`config.mk`:
```
export PLATFORM = sky130hd
export DESIGN_NAME = ntc_lut_interpolator
export DESIGN_NICKNAME = d
export VERILOG_FILES = /design/src/rtl/core/nli_pkg.sv /design/src/rtl/core/nli_front.sv /design/src/rtl/core/nli_queue.sv /design/src/rtl/core/nli_back.sv /design/src/rtl/core/ntc_lut_interpolator.sv
export SDC_FILE = /design/constraint.sdc
export NUM_CORES = 2
export LEC_CHECK = 0
export BUFFER_PORTS_ARGS = -buffer_cell sky130_fd_sc_hd__buf_2
export CORE_UTILIZATION = 35
export CTS_CLUSTER_SIZE = 25
export DETAILED_ROUTE_END_ITERATION = 7
export HOLD_SLACK_MARGIN = 0.15
export SYNTH_ARGS = -nofsm -noshare
export SYNTH_HDL_FRONTEND = slang
export SYNTH_SLANG_ARGS = --single-unit
```
`constraint.sdc`:
```
create_clock -name i_clk -period 95.5 [get_ports i_clk]
set_clock_uncertainty 0.2 [all_clocks]
set_input_delay 19.1 -clock i_clk [delete_from_list [all_inputs] [get_ports i_clk]]
set_output_delay 19.1 -clock i_clk [all_outputs]
set_load 0.005 [all_outputs]
```
`src/rtl/core/nli_pkg.sv`:
```
// Package for the thermistor table interpolator.
// Word types, table constants and helper functions; depends on nothing.
package nli_pkg;

    localparam int TABLE_POINTS        = 16;
    localparam int COUNT_FRACTION_BITS = 4;

    localparam int ADC_W  = 12;
    localparam int SUP_W  = 12;
    localparam int REF_W  = 13;
    localparam int TEMP_W = 17;
    localparam int PROD_W = ADC_W + REF_W;
    localparam int DIVD_W = PROD_W + COUNT_FRACTION_BITS;
    localparam int PT_W   = 12 + COUNT_FRACTION_BITS;
    localparam int IDX_W  = $clog2(TABLE_POINTS);
    localparam int Q2_W   = 12;
    localparam int NUM_W  = PT_W + Q2_W;
    localparam int Q_DEPTH = 4;
    localparam int QP_W   = $clog2(Q_DEPTH);

    localparam int FIRST_TEMP_DEG = -20;
    localparam int STEP_TEMP_DEG  = 10;
    localparam int STEP_Q8        = STEP_TEMP_DEG * 256;
    localparam logic [REF_W-1:0] REF_RESET = REF_W'(3300);

    localparam logic [11:0] BREAK_COUNTS [TABLE_POINTS] = '{
        12'd234,  12'd377,  12'd576,  12'd833,  12'd1141, 12'd1484, 12'd1840, 12'd2187,
        12'd2506, 12'd2786, 12'd3025, 12'd3223, 12'd3384, 12'd3515, 12'd3619, 12'd3703
    };

    typedef struct packed {
        logic [ADC_W-1:0] adc_count;
        logic [SUP_W-1:0] supply_mv;
    } t_in_word;

    typedef struct packed {
        logic signed [TEMP_W-1:0] temperature_q8;
        logic                     clamped_low;
        logic                     clamped_high;
    } t_out_word;

    // front-to-back queue entry: one division left to do
    typedef struct packed {
        logic [NUM_W-1:0]         num;
        logic [PT_W-1:0]          den;
        logic signed [TEMP_W-1:0] base;
        logic                     low;
        logic                     high;
    } t_q_entry;

    function automatic logic [PT_W-1:0] pt_q(input logic [IDX_W-1:0] idx);
        pt_q = PT_W'(BREAK_COUNTS[idx]) << COUNT_FRACTION_BITS;
    endfunction

    function automatic logic signed [TEMP_W-1:0] seg_temp(input logic [IDX_W-1:0] idx);
        seg_temp = TEMP_W'((FIRST_TEMP_DEG + STEP_TEMP_DEG * int'(idx)) * 256);
    endfunction

    localparam logic signed [TEMP_W-1:0] TEMP_LOW  = seg_temp(IDX_W'(0));
    localparam logic signed [TEMP_W-1:0] TEMP_HIGH = seg_temp(IDX_W'(TABLE_POINTS - 1));

endpackage

```
`src/rtl/core/nli_front.sv`:
```
// Front end: rescale multiply, pipelined count/supply divider, clamp and segment search.
// Depends on nli_pkg.
module nli_front import nli_pkg::*; (
    input  logic             i_clk,
    input  logic             i_rst_n,
    input  logic             i_en,
    input  logic             i_valid,
    input  t_in_word         i_word,
    input  logic [REF_W-1:0] i_nom_ref,
    output logic             o_last_vld,
    output t_q_entry         o_entry
);

    logic              r_a_vld;
    logic [PROD_W-1:0] r_a_prod;
    logic [SUP_W-1:0]  r_a_sup;

    logic              dv_vld  [DIVD_W+1];
    logic [SUP_W-1:0]  dv_rem  [DIVD_W+1];
    logic [DIVD_W-1:0] dv_dvd  [DIVD_W+1];
    logic [DIVD_W-1:0] dv_q    [DIVD_W+1];
    logic [SUP_W-1:0]  dv_sup  [DIVD_W+1];

    always_ff @(posedge i_clk) begin
        if (!i_rst_n) begin
            r_a_vld <= 1'b0;
        end else if (i_en) begin
            r_a_vld <= i_valid;
        end
    end

    always_ff @(posedge i_clk) begin
        if (i_en) begin
            r_a_prod <= PROD_W'(i_word.adc_count) * PROD_W'(i_nom_ref);
            r_a_sup  <= i_word.supply_mv;
        end
    end

    assign dv_vld[0] = r_a_vld;
    assign dv_rem[0] = '0;
    assign dv_dvd[0] = DIVD_W'(r_a_prod) << COUNT_FRACTION_BITS;
    assign dv_q[0]   = '0;
    assign dv_sup[0] = r_a_sup;

    // one quotient bit per stage, restoring
    for (genvar s = 0; s < DIVD_W; s++) begin : g_div
        logic [SUP_W:0] trial;
        logic           ge;
        assign trial = {dv_rem[s], dv_dvd[s][DIVD_W-1]};
        assign ge    = trial >= {1'b0, dv_sup[s]};

        always_ff @(posedge i_clk) begin
            if (!i_rst_n) begin
                dv_vld[s+1] <= 1'b0;
            end else if (i_en) begin
                dv_vld[s+1] <= dv_vld[s];
            end
        end

        always_ff @(posedge i_clk) begin
            if (i_en) begin
                dv_rem[s+1] <= ge ? SUP_W'(trial - {1'b0, dv_sup[s]}) : SUP_W'(trial);
                dv_dvd[s+1] <= dv_dvd[s] << 1;
                dv_q[s+1]   <= {dv_q[s][DIVD_W-2:0], ge};
                dv_sup[s+1] <= dv_sup[s];
            end
        end
    end

    // classify
    logic [DIVD_W-1:0]       x_full;
    logic                    c_high, c_low;
    logic [TABLE_POINTS-1:0] gt;
    logic [IDX_W-1:0]        c_seg;

    assign x_full = dv_q[DIVD_W];
    assign c_high = (dv_sup[DIVD_W] == '0) ||
                    (x_full >= DIVD_W'(pt_q(IDX_W'(TABLE_POINTS - 1))));
    assign c_low  = !c_high && (x_full <= DIVD_W'(pt_q(IDX_W'(0))));

    always_comb begin
        gt = '0;
        for (int k = 1; k < TABLE_POINTS - 1; k++) begin
            gt[k] = x_full > DIVD_W'(pt_q(IDX_W'(k)));
        end
        c_seg = IDX_W'($countones(gt));
    end

    logic             r_c_vld, r_c_low, r_c_high;
    logic [IDX_W-1:0] r_c_seg;
    logic [PT_W-1:0]  r_c_x;

    always_ff @(posedge i_clk) begin
        if (!i_rst_n) begin
            r_c_vld <= 1'b0;
        end else if (i_en) begin
            r_c_vld <= dv_vld[DIVD_W];
        end
    end

    always_ff @(posedge i_clk) begin
        if (i_en) begin
            r_c_low  <= c_low;
            r_c_high <= c_high;
            r_c_seg  <= c_seg;
            r_c_x    <= PT_W'(x_full);
        end
    end

    // build the queue entry: clamped words divide 0 by 1
    logic [PT_W-1:0] a0, a1, diff;
    logic            clamp;

    assign clamp = r_c_low || r_c_high;
    assign a0    = pt_q(r_c_seg);
    assign a1    = pt_q(IDX_W'(r_c_seg + 1'b1));
    assign diff  = r_c_x - a0;

    assign o_last_vld   = r_c_vld;
    assign o_entry.num  = clamp ? '0 : NUM_W'(diff) * NUM_W'(STEP_Q8);
    assign o_entry.den  = clamp ? PT_W'(1) : a1 - a0;
    assign o_entry.base = r_c_low ? TEMP_LOW : (r_c_high ? TEMP_HIGH : seg_temp(r_c_seg));
    assign o_entry.low  = r_c_low;
    assign o_entry.high = r_c_high;

endmodule

```
`src/rtl/core/nli_queue.sv`:
```
// Small FIFO between front and back end.
// Depends on nli_pkg.
module nli_queue import nli_pkg::*; (
    input  logic     i_clk,
    input  logic     i_rst_n,
    input  logic     i_push,
    input  t_q_entry i_entry,
    input  logic     i_pop,
    output logic     o_full,
    output logic     o_nonempty,
    output t_q_entry o_head
);

    t_q_entry       r_mem [Q_DEPTH];
    logic [QP_W-1:0] r_wp, r_rp;
    logic [QP_W:0]   r_cnt;

    always_ff @(posedge i_clk) begin
        if (i_push) begin
            r_mem[r_wp] <= i_entry;
        end
    end

    always_ff @(posedge i_clk) begin
        if (!i_rst_n) begin
            r_wp  <= '0;
            r_rp  <= '0;
            r_cnt <= '0;
        end else begin
            if (i_push) r_wp <= r_wp + 1'b1;
            if (i_pop)  r_rp <= r_rp + 1'b1;
            r_cnt <= r_cnt + (QP_W+1)'(i_push) - (QP_W+1)'(i_pop);
        end
    end

    assign o_full     = r_cnt == (QP_W+1)'(Q_DEPTH);
    assign o_nonempty = r_cnt != '0;
    assign o_head     = r_mem[r_rp];

endmodule

```
`src/rtl/core/nli_back.sv`:
```
// Back end: pipelined segment divider and output register.
// Depends on nli_pkg.
module nli_back import nli_pkg::*; (
    input  logic      i_clk,
    input  logic      i_rst_n,
    input  logic      i_en,
    input  logic      i_valid,
    input  t_q_entry  i_entry,
    output logic      o_valid,
    output t_out_word o_word
);

    logic                     dv_vld  [Q2_W+1];
    logic [PT_W-1:0]          dv_rem  [Q2_W+1];
    logic [Q2_W-1:0]          dv_dvd  [Q2_W+1];
    logic [Q2_W-1:0]          dv_q    [Q2_W+1];
    logic [PT_W-1:0]          dv_den  [Q2_W+1];
    logic signed [TEMP_W-1:0] dv_base [Q2_W+1];
    logic                     dv_low  [Q2_W+1];
    logic                     dv_high [Q2_W+1];

    // quotient is at most 2560, so the top bits of num start below den
    assign dv_vld[0]  = i_valid;
    assign dv_rem[0]  = i_entry.num[NUM_W-1:Q2_W];
    assign dv_dvd[0]  = i_entry.num[Q2_W-1:0];
    assign dv_q[0]    = '0;
    assign dv_den[0]  = i_entry.den;
    assign dv_base[0] = i_entry.base;
    assign dv_low[0]  = i_entry.low;
    assign dv_high[0] = i_entry.high;

    for (genvar s = 0; s < Q2_W; s++) begin : g_div
        logic [PT_W:0] trial;
        logic          ge;
        assign trial = {dv_rem[s], dv_dvd[s][Q2_W-1]};
        assign ge    = trial >= {1'b0, dv_den[s]};

        always_ff @(posedge i_clk) begin
            if (!i_rst_n) begin
                dv_vld[s+1] <= 1'b0;
            end else if (i_en) begin
                dv_vld[s+1] <= dv_vld[s];
            end
        end

        always_ff @(posedge i_clk) begin
            if (i_en) begin
                dv_rem[s+1]  <= ge ? PT_W'(trial - {1'b0, dv_den[s]}) : PT_W'(trial);
                dv_dvd[s+1]  <= dv_dvd[s] << 1;
                dv_q[s+1]    <= {dv_q[s][Q2_W-2:0], ge};
                dv_den[s+1]  <= dv_den[s];
                dv_base[s+1] <= dv_base[s];
                dv_low[s+1]  <= dv_low[s];
                dv_high[s+1] <= dv_high[s];
            end
        end
    end

    logic      r_out_vld;
    t_out_word r_out;

    always_ff @(posedge i_clk) begin
        if (!i_rst_n) begin
            r_out_vld <= 1'b0;
        end else if (i_en) begin
            r_out_vld <= dv_vld[Q2_W];
        end
    end

    always_ff @(posedge i_clk) begin
        if (i_en) begin
            r_out.temperature_q8 <= dv_base[Q2_W] + $signed(TEMP_W'(dv_q[Q2_W]));
            r_out.clamped_low    <= dv_low[Q2_W];
            r_out.clamped_high   <= dv_high[Q2_W];
        end
    end

    assign o_valid = r_out_vld;
    assign o_word  = r_out;

endmodule

```
`src/rtl/core/ntc_lut_interpolator.sv`:
```
// Top level of the thermistor table interpolator.
// Depends on nli_pkg, nli_front, nli_queue, nli_back.
//
// Input channel: i_valid / o_stall with word i_in_word (ADC count, supply in mV).
// Output channel: o_valid / i_stall with word o_out_word (temperature in
// 1/256 degree plus low/high clamp flags). A word moves when valid is high
// and stall is low.
// Config: i_cfg_valid / o_cfg_ready write the nominal reference in mV;
// ready is always high. Write only while the block is empty.
// Throughput: one word per cycle while neither stall is asserted. Path with no stall:
// product register, 29-stage count/supply divider, classify register,
// queue, 12-stage segment divider, output register.
// The front (multiply, divide, classify) and back (segment divide) each
// advance as a whole; a 4-entry queue sits between them. When i_stall holds
// the output, the back freezes and the queue fills; once the queue is full
// with a word waiting at the front end, the front freezes and o_stall rises.
// Reset (synchronous, active low) empties all stages and the queue and
// sets the reference to 3300 mV.
module ntc_lut_interpolator import nli_pkg::*; (
    input  logic             i_clk,
    input  logic             i_rst_n,
    input  logic             i_valid,
    output logic             o_stall,
    input  t_in_word         i_in_word,
    output logic             o_valid,
    input  logic             i_stall,
    output t_out_word        o_out_word,
    input  logic             i_cfg_valid,
    output logic             o_cfg_ready,
    input  logic [REF_W-1:0] i_cfg_data
);

    logic [REF_W-1:0] r_nom_ref;

    always_ff @(posedge i_clk) begin
        if (!i_rst_n) begin
            r_nom_ref <= REF_RESET;
        end else if (i_cfg_valid) begin
            r_nom_ref <= i_cfg_data;
        end
    end
    assign o_cfg_ready = 1'b1;

    logic     front_en, front_last_vld, q_full, q_nonempty, back_en, pop, push;
    t_q_entry front_entry, q_head;

    // front stalls only when its last stage holds a word the queue can't take
    assign front_en = !(front_last_vld && q_full);
    assign push     = front_last_vld && front_en;
    assign o_stall  = !front_en;

    // back advances unless the output register is full and held
    assign back_en = !(o_valid && i_stall);
    assign pop     = q_nonempty && back_en;

    nli_front u_front (
        .i_clk      (i_clk),
        .i_rst_n    (i_rst_n),
        .i_en       (front_en),
        .i_valid    (i_valid),
        .i_word     (i_in_word),
        .i_nom_ref  (r_nom_ref),
        .o_last_vld (front_last_vld),
        .o_entry    (front_entry)
    );

    nli_queue u_queue (
        .i_clk      (i_clk),
        .i_rst_n    (i_rst_n),
        .i_push     (push),
        .i_entry    (front_entry),
        .i_pop      (pop),
        .o_full     (q_full),
        .o_nonempty (q_nonempty),
        .o_head     (q_head)
    );

    nli_back u_back (
        .i_clk   (i_clk),
        .i_rst_n (i_rst_n),
        .i_en    (back_en),
        .i_valid (pop),
        .i_entry (q_head),
        .o_valid (o_valid),
        .o_word  (o_out_word)
    );

endmodule

```
==> metrics <==
FMAX between 0.04 and 0.05 GHz; Yosys top cell by area edfxtp_1; crit-path most repeated cell buf_4; die height between 500 and 600 um; final hold violation count 0; initial antenna violation count 1; Via Count between 50k and 60k; Cell Rows a little over 200; post-synth top area share 61.3%; Finish-stage setup viols 0; run status finished clean; critical path launch point type primary input; # resized after CTS 0; global route overflow 0; origin of the critical flop-to-flop path u_queue.r_cnt[1]; Post-synth EDFFs about 2.2k; CTS root buf clkbuf_16; most frequent cells in the layout edfxtp_1, inv_1, ha_1; Crit Path Max Fanout ~120; total power between 0.004 and 0.005 W; main combinational cell family by area after synthesis adder cells; nets@finish between 8k and 9k; Crit Path Class in2reg; non-filler instance count after layout ~12k; remaining antenna violation count 0; I/O Buffers 62; CTS tree built; #FFs+latches synth 2251; clock-pin slew on the worst setup and hold paths 0.06 ns; Clk Latency, worst-skew pair 0.92 ns; Cell Pwr Density between 30 and 40 nW/um2; XOR/XNOR share of the synthesized area approximately 3.2%; Detailed Place HPWL 134000 um; vias in the first global route ~60k; simple-gate share of the synthesized area about 6.8%; GR Util All Layers between 10% and 20%; final hold slack about 0.16 ns; first-pass GRT wire length roughly 320000 um; Top FF cell, synth edfxtp_1; Slew @ Worst Pin 1.23 ns; die width between 500 and 600 um; adder-cell share of the synthesized area between 10% and 20%; layout cells sized above 1 a little under an eighth; async set-reset flop share out of synthesis 0%; area grow syn2layout 12.2%; Netlist Area Pre-Place about 110000 um2; Vias/cell roughly 5; CP max stage delay between 0.9 and 1 ns; Iteration-0 DRC Markers just under 4k; Critical Path RT ~96 ns; hold path start u_front.dv_dvd[752]; fin. max-slew vios 0; Yosys Warn Count 0; RSZ-0062 raised after global routing no; Die Footprint just over 300000 um2; Mapped Nets ~8.5k; largest net degree at the start of global routing between 200 and 250; post-CTS setup buffer count 0; TNS Setup 0 ns; Compound-Gate Fraction of Synth Area approximately 8.4%; Syn Inst Count 7695; critical path arrival around 24 ns; CP Capture Type flip-flop; DRC Markers 0; gpl congestion approximately 0.85; Clock Tree Buf Depth 4; Leak 48.1 nW; total CTS buffers approximately 240; Initial Utilization 35.3%; commonest non-fill, non-tap cell in the layout edfxtp_1; CP startpoint i_stall; fin crit period between 20 and 25 ns; mux contribution to synthesized area approximately 5%; Sink Count between 2k and 2.5k; final WL a little under 200000 um; max-cap viol count 0; Slew HR 17.5%; Peak VDD IR about 0.000042 V; 1st-pass router iterations 8; I/O Pins 64; Inst Count DP about 12k; CP Cell Sequence buf_2, and2_1, inv_8, buf_4, buf_4, buf_4, buf_4, buf_4; Core Box Area a little over 300000 um2; CP max-delay cell buf_4; Synth Area per Inst around 14 um2; Synth cell types a little under 90; Tightest Hold Check Type reg2reg; Max H-tree Level 4; period utilization around a quarter; top post-synthesis cells by area edfxtp_1, ha_1, mux2_2; wire per inst 16.1 um; sequential area share after synthesis 62.6%
power by group:
part           internal, W  switching (W)
clock             0.000536       0.000385
sequential         0.00152       0.000152
combinational     0.000826       0.000988
total              0.00288        0.00153
final timing paths:
path | slack [ns] | depth (start not counted) | endpoint
setup / recovery | 71.33 | 8 | u_back.dv_low[8]
hold / removal | 0.16 | 0 | u_front.dv_dvd[724]
setup reg to reg | 87.31 | 10 | u_front.dv_sup[335]
hold reg to reg | 0.16 | 0 | u_front.dv_dvd[724]
routing by layer:
metal	track usage [%]	part of all wire (%)	wire length [um]
met1	16.4	46	88800
met3	1.84	3.8	7400
met5	0	0	0
met4	3.44	2.3	4510
met2	21.3	48	94400
cell usage after synthesis (111+ instances only):
cell type and number:
inv_1 843, xnor2_1 247, fa_1 152, nor3_1 111, mux2_2 297, nand2_1 425
xor2_1 138, a21o_1 147, a21oi_1 322, nor2_1 306, ha_1 649, edfxtp_1 2185
o21ai_0 351
cell type report:
| type | instances | area, um2 |
|---|---|---|
| diodes | 1 | 2.50 |
| clock buffers | 286 | 6310 |
| clock inverters | 154 | 1540 |
| fillers | 27965 | 183000 |
| inverters | 847 | 3190 |
| multi-input cells | 4465 | 36300 |
| flip-flops and latches | 2251 | 66900 |
| well taps | 3978 | 4980 |
| repair buffers | 109 | 718 |
cell families after synthesis:
logic type               after synthesis
other                                  1
AO/OA/AOI/OAI                       1374
flip-flops                          2251
multiplexers                         446
adder cells (fa/ha/maj)              801
buffers and inverters                979
XOR/XNOR                             385
AND/OR/NAND/NOR                     1458
worst max-delay path: cells and delay by family:
family,cells,cell delay (ns)
AND/OR/NAND/NOR,1,0.33
buffers and inverters,7,4.80
what timing repair did:
item / 4_1_cts / 5_1_grt
setup endpoints to repair: 0 / 0
hold endpoints to repair: 7 / 0
hold buffers: 7 / 0
sequential cells by signal (all words and copies together), names as in the netlist, 2 cells and up, named ones only:
signal / count
u_front.dv_vld: 29
u_back.dv_vld: 12
u_front.dv_sup: 348
u_back.o_word: 19
u_front.x_full: 29
u_back.dv_rem: 176
u_back.dv_low: 12
u_queue.r_wp: 2
u_front.dv_rem: 336
u_queue.r_mem: 168
u_queue.r_rp: 2
u_back.dv_dvd: 3
u_back.dv_high: 12
u_back.dv_base: 96
u_queue.r_cnt: 3
u_front.r_a_sup: 12
u_front.r_c_seg: 4
u_front.r_c_x: 16
u_front.dv_dvd: 300
u_front.r_a_prod: 25
r_nom_ref: 13
u_back.dv_den: 143
u_back.dv_q: 78
u_front.dv_q: 406
through the flow:
step	setup slack, ns	util, %	area (um2)
5_1_grt	70.80	39.6	120000
2_1_floorplan	52.42	-	107000
6_report	71.33	39.6	120000
3_5_place_dp	70.30	36.9	112000
4_1_cts	71.23	39.6	120000
3_3_place_gp	70.52	36.9	112000
Note: power is estimated with default switching activity, not from simulation.
